$ cat src/hdl/sdtb_pkg.sv
// Shared types, field widths and codes of the smooth division table builder.
package sdtb_pkg;

  localparam int CNT_W      = 5;   // member_count register
  localparam int KEYS_W     = 9;   // keys_per_profile register
  localparam int MEMBER_W   = 4;
  localparam int PROF_W     = 4;
  localparam int KEY_W      = 8;
  localparam int STATUS_W   = 2;
  localparam int CFG_IDX_W  = 1;
  localparam int CFG_DATA_W = 9;

  localparam logic OP_BUILD = 1'b0;
  localparam logic OP_READ  = 1'b1;

  localparam logic [STATUS_W-1:0] STAT_OK      = 2'd0;
  localparam logic [STATUS_W-1:0] STAT_REFUSED = 2'd1;
  localparam logic [STATUS_W-1:0] STAT_RANGE   = 2'd2;

  localparam logic [CFG_IDX_W-1:0] REG_MEMBER_COUNT     = 1'd0;
  localparam logic [CFG_IDX_W-1:0] REG_KEYS_PER_PROFILE = 1'd1;

  localparam logic [CNT_W-1:0]  MEMBER_COUNT_RST     = 5'd16;
  localparam logic [KEYS_W-1:0] KEYS_PER_PROFILE_RST = 9'd256;

  typedef struct packed {
    logic              operation;
    logic [PROF_W-1:0] profile_index;
    logic [KEY_W-1:0]  key_index;
  } req_word_t;

  typedef struct packed {
    logic [MEMBER_W-1:0] member;
    logic [STATUS_W-1:0] status;
  } rsp_word_t;

endpackage

$ cat src/hdl/sdtb_div.sv
// Shared restoring divider: key count by member count, one quotient bit per cycle.
module sdtb_div (
  input  logic                       clk,
  input  logic                       rst,
  input  logic                       start,
  input  logic [sdtb_pkg::KEYS_W-1:0] dividend,
  input  logic [sdtb_pkg::CNT_W-1:0]  divisor,
  output logic                       done,
  output logic [sdtb_pkg::KEYS_W-1:0] quot,
  output logic [sdtb_pkg::CNT_W-1:0]  rem
);
  import sdtb_pkg::*;

  localparam int CW = $clog2(KEYS_W + 1);

  logic              busy;
  logic [CW-1:0]     cnt;
  logic [CNT_W-1:0]  dsr;
  logic [CNT_W:0]    trial;
  logic              fits;

  assign trial = {rem, quot[KEYS_W-1]};
  assign fits  = trial >= {1'b0, dsr};
  assign done  = busy && (cnt == '0);

  always_ff @(posedge clk) begin
    if (rst) begin
      busy <= 1'b0;
      cnt  <= '0;
    end else if (start) begin
      busy <= 1'b1;
      cnt  <= CW'(KEYS_W);
    end else if (busy) begin
      if (cnt != '0) begin
        cnt <= cnt - 1'b1;
      end else begin
        busy <= 1'b0;
      end
    end
  end

  always_ff @(posedge clk) begin
    if (start) begin
      quot <= dividend;
      rem  <= '0;
      dsr  <= divisor;
    end else if (busy && (cnt != '0)) begin
      // shift the next dividend bit in, subtract when it fits
      rem  <= fits ? CNT_W'(trial - {1'b0, dsr}) : trial[CNT_W-1:0];
      quot <= {quot[KEYS_W-2:0], fits};
    end
  end

endmodule

$ cat config.mk
export PLATFORM = sky130hd
export DESIGN_NAME = sdtb_div
export DESIGN_NICKNAME = d
export VERILOG_FILES = /design/src/hdl/sdtb_pkg.sv /design/src/hdl/sdtb_div.sv
export SDC_FILE = /design/constraint.sdc
export NUM_CORES = 1
export LEC_CHECK = 0
export ABC_AREA = 0
export ABC_CLOCK_PERIOD_IN_PS = 3100
export BUFFER_PORTS_ARGS = -buffer_cell sky130_fd_sc_hd__buf_2
export CAP_MARGIN = 20
export CORE_MARGIN = 2
export CORE_UTILIZATION = 40
export DETAILED_ROUTE_END_ITERATION = 8
export PLACE_DENSITY = 0.7
export SLEW_MARGIN = 10
export SYNTH_ARGS = -nofsm -noshare
export SYNTH_HDL_FRONTEND = slang
export SYNTH_SLANG_ARGS = --single-unit
$ cat constraint.sdc
create_clock -name clk -period 3.1 [get_ports clk]
set_input_delay 0.775 -clock clk [delete_from_list [all_inputs] [get_ports clk]]
set_output_delay 0.775 -clock clk [all_outputs]
set_load 0.02 [all_outputs]
**Word-level counts from Yosys, hierarchy flattened**

Cells that the tools add are included.
Widths: inputs -> output; s select.

- Input bits: 17
- Register bits after elaboration: 24
- Output and inout bits: 15
- Word-level logic and storage cells: 28

- Reductions and logical operators: 10
- Mux-type cells: 9
- Add/subtract/negate cells: 2
- $lt $le $gt $ge: 1

Operators with widths:

| operator | count |
|---|---|
| $mux 9 | 2 |
| $mux 4 | 3 |
| $ge 6x5->1 | 1 |
| $reduce_bool 2->1 | 3 |
| $mux 5 | 1 |
| $sub 5x5->5 | 1 |
| $logic_not 4->1 | 1 |
| $reduce_and 2->1 | 2 |
| $reduce_bool 4->1 | 1 |
| $sub 4x1->4 const B | 1 |
| $mux 1 | 3 |
| $logic_and 1x1->1 | 2 |
| $reduce_or 2->1 | 1 |

**Longest topological paths before layout**

- Depth after elaboration: 4
- Gate-level depth with buffers: 8

**Worst setup path before layout**

No wires, ideal clock.

- Path kind: register -> register
- From: register quot[8] in the netlist's numbering
- To: register rem[4] in the netlist's numbering
- Cell stages (with the launch flop): 9
- Data required time: 2.983 ns
- Library setup time: 0.117 ns
- Path slack: 0.837 ns
- Arrival time: 2.146 ns
- Buffers on the path: 0
- Cells stage by stage: edfxtp_1 -> inv_1 -> ha_1 -> inv_1 -> fa_1 -> a21o_1 -> a2111oi_0 -> a211oi_1 -> a22o_1

- Cells in the longest elaborated chain, start to end: 2
- Elaborated cells between the ends (all ways): 3
- Those cells by class: add/sub (1); order compare (1); mux (1)

RTL lines:

| what | RTL line | text |
|---|---|---|
| start, declared | sdtb_div.sv:9 | `output logic [sdtb_pkg::KEYS_W-1:0] quot,` |
| start signal, assigned | sdtb_div.sv:44 | `quot <= dividend;` |
| start signal, assigned | sdtb_div.sv:50 | `quot <= {quot[KEYS_W-2:0], fits};` |
| $sub 5x5->5 / $ge 6x5->1 (equally long branches) | sdtb_div.sv:49, sdtb_div.sv:23 |  |
| $mux 5 * | sdtb_div.sv:49 | `rem <= fits ? CNT_W'(trial - {1'b0, dsr}) : trial[CNT_W-1:0];` |
| end signal, assigned | sdtb_div.sv:49 |  |
| end, declared | sdtb_div.sv:10 | `output logic [sdtb_pkg::CNT_W-1:0] rem` |

Every way passes the cells marked *; elsewhere a longest branch is shown, timed or not.
A chain may end at the register's enable or synchronous reset.

**Worst setup path in the final report**

Ends and elaborated chain as after synthesis.

==> impl_metrics.toml <==
[floorplanning]
fp.dieH_um = 59.8
num_rows = 20
core_area_um2 = 3000
io-pin-count = 32
start_util_pct = 41.4
die_w_um = 59.8
dieArea_um2 = 3570

[routing]
drt_iter0_drc = 17
vias = 925
vias_per_cell = 5.41
drc = 0
ant_nets = 0
totalWireLength_mm = 2.39
dr.pass1.iters = 4
wire_per_inst_um = 14.0

[power_and_ir_drop]
peakVddDrop_mv = 0.333
p_leak_nw = 0.652
powerDensity_nw_per_um2 = 552
post-layout-total-power_mw = 0.810

[global_route]
gr-total-overflow = 0
grt_pass1_vias = 844
grt_pass1_wl_mm = 3.93
grtUsageTotal_pct = 14.7
grt_antenna_before_repair = 0
grt_max_degree = 21

[timing]
period_needed_ns = 2.40
fin_tns_setup_ns = 0
tightest_slew_ns = 0.652
slew_viol_final = 0
fin_skew_ns = 0.00160
setup_viol_count_final = 0
period_share_pct = 77.4
max_freq_mhz = 417
relSlewSlack_pct = 55.4
rsz0062_at_grt = "false"
hold_violations = 0

[placement]
io_buffers = 31
hpwlAfterDp_mm = 1.79
placed_cell_area_um2 = 1410
gp_congestion = 0.885

[setup_path]
critical_path_buf_inv_count = 2
cp_slowest_cell = "a2111oi_0"
cp_common_cell = "inv_1"
cp.required_ns = 3.33
setup.worst_path.end_class = "flop"
critPathLaunchType = "flop"
slowest_delay_ns = 0.61
cp_cell_sequence = "inv_1, ha_1, inv_1, fa_1, a21o_1, a2111oi_0, a211oi_1, a22o_1"
crit_arrival_ns = 2.63
critPathTopFamily = "compound AO/OA/AOI/OAI gates"
crit_type = "reg2reg"
crit_path_max_fanout = 3

[logic_synthesis]
synth_cells = 106
ys_warn_count = 0
synth_area_leaders = "edfxtp_1, dfxtp_1, mux2_2, ha_1, inv_1"
synth_cell_types = 38
avgSynthCellArea_um2 = 11.7
seq_area_frac_synth_pct = 49.9
syn_area_um2 = 1240
yosys.area.top_type = "edfxtp_1"
ys_ff_latch = 24
synth_fp_nets = 130
async_flop_share_pct = 0
synth.top_cell.area_share_pct = 33.8
synthFlopType = "edfxtp_1"
synth_enable_flop_cells = 14

[cts]
clock_path_buffers = 2
h-tree-depth = 1
cts.clk_slew.worst_paths_ns = 0.14
tritoncts = "built"
hold_buffers = 0
post-cts-setup-buffer-count = 0
clk-insertion-delay-late_ns = 0.32
clock_sinks = 24
numCtsBuffers = 3
cts_resized = 0
clockRootBuffer = "clkbuf_4"

[finish]
areaGrowthSynthToFinish_pct = 17.9
fin_area_um2 = 1470
antenna_cells = 0
n_fill_cell = 281
nets = 163
final_layout_size_suffix_gt1_share_pct = 34.1

[hold_path]
hold_class = "reg2reg"

[run]
drv_cap = 0

[status]
outcome = "completed"
-- power by group --
part	switching, mW	internal [mW]
logic	0.107	0.0792
registers	0.0199	0.372
clock network	0.101	0.131
-- cell usage after synthesis (2+ instances only) --
master / instances
a21o_1: 2
dfxtp_1: 10
o21ai_0: 2
nor2_1: 6
nand2_1: 4
buf_6: 2
a311oi_1: 2
edfxtp_1: 14
ha_1: 6
o211ai_1: 3
nand3_1: 5
a2111oi_0: 2
inv_1: 9
a21oi_1: 3
xnor2_1: 2
mux2_2: 9
nor3_1: 2
a211o_1: 2
xor2_1: 2
-- placed cells by master, fill, tap and decap left out, types with 4 or more instances in the layout --
cell	instances
edfxtp_1	14
nand3_1	5
ha_1	6
mux2_2	9
inv_1	9
dfxtp_1	10
nor2_1	6
nand2_1	4
buf_2	31
-- through the flow --
stage	instances	util, %	setup WS, ns	hold WS, ns
2_1_floorplan	106	-	0.837	0.525
3_3_place_gp	167	47.1	0.862	0.517
3_5_place_dp	167	47.1	0.770	0.529
4_1_cts	171	48.8	0.696	0.554
5_1_grt	171	48.8	0.543	0.578
6_report	171	48.8	0.702	0.546
-- worst paths after layout --
| path | startpoint | end | slack [ns] | cells past startpoint |
|---|---|---|---|---|
| max reg2reg | quot[8] | rem[4] | 0.70 | 8 |
| max | quot[8] | rem[4] | 0.70 | 8 |
| min reg2reg | rem[3] | rem[3] | 0.55 | 2 |
| min | rem[3] | rem[3] | 0.55 | 2 |
-- routing by layer --
metal | wire length [um] | global-route usage (%) | vias up
li1 | - | - | 465
met1 | 1130 | 19.4 | 433
met2 | 1120 | 23.6 | 23
met3 | 105 | 3.46 | 4
met4 | 28 | 4.76 | 0
met5 | 0 | 0 | -
-- registers in the layout, summed over array words and instances, names as in the netlist --
| signal | cells |
|---|---|
| dsr | 5 |
| quot | 9 |
| rem | 5 |
| busy | 1 |
| cnt | 4 |
-- kinds of logic after synthesis --
family	count (synthesis)	synth area share (%)
muxes	9	8.15
xor gates and xnor gates	4	2.82
DFF	24	49.9
buffers and inverters	13	5.13
adders and majority gates	7	7.65
AOI/OAI and AO/OA	26	16.7
and+or+nand+nor	23	9.66
-- layout make-up --
type	count	area [um^2]	area share [%]
multi-input combinational	69	559	38.1
sequential	24	621	42.3
clock inverter	1	30.0	2.05
clock buffer	3	22.5	1.54
timing repair buffer	31	155	10.6
tap	33	41.3	2.82
inverter	10	37.5	2.56
-- worst reg2reg max path, stage by stage (launching register included) --
cell and delay (ns):
edfxtp_1 0.42, inv_1 0.07, ha_1 0.16, inv_1 0.06
fa_1 0.43, a21o_1 0.18, a2111oi_0 0.61, a211oi_1 0.13
a22o_1 0.26
(Power assumes the default switching activity.)
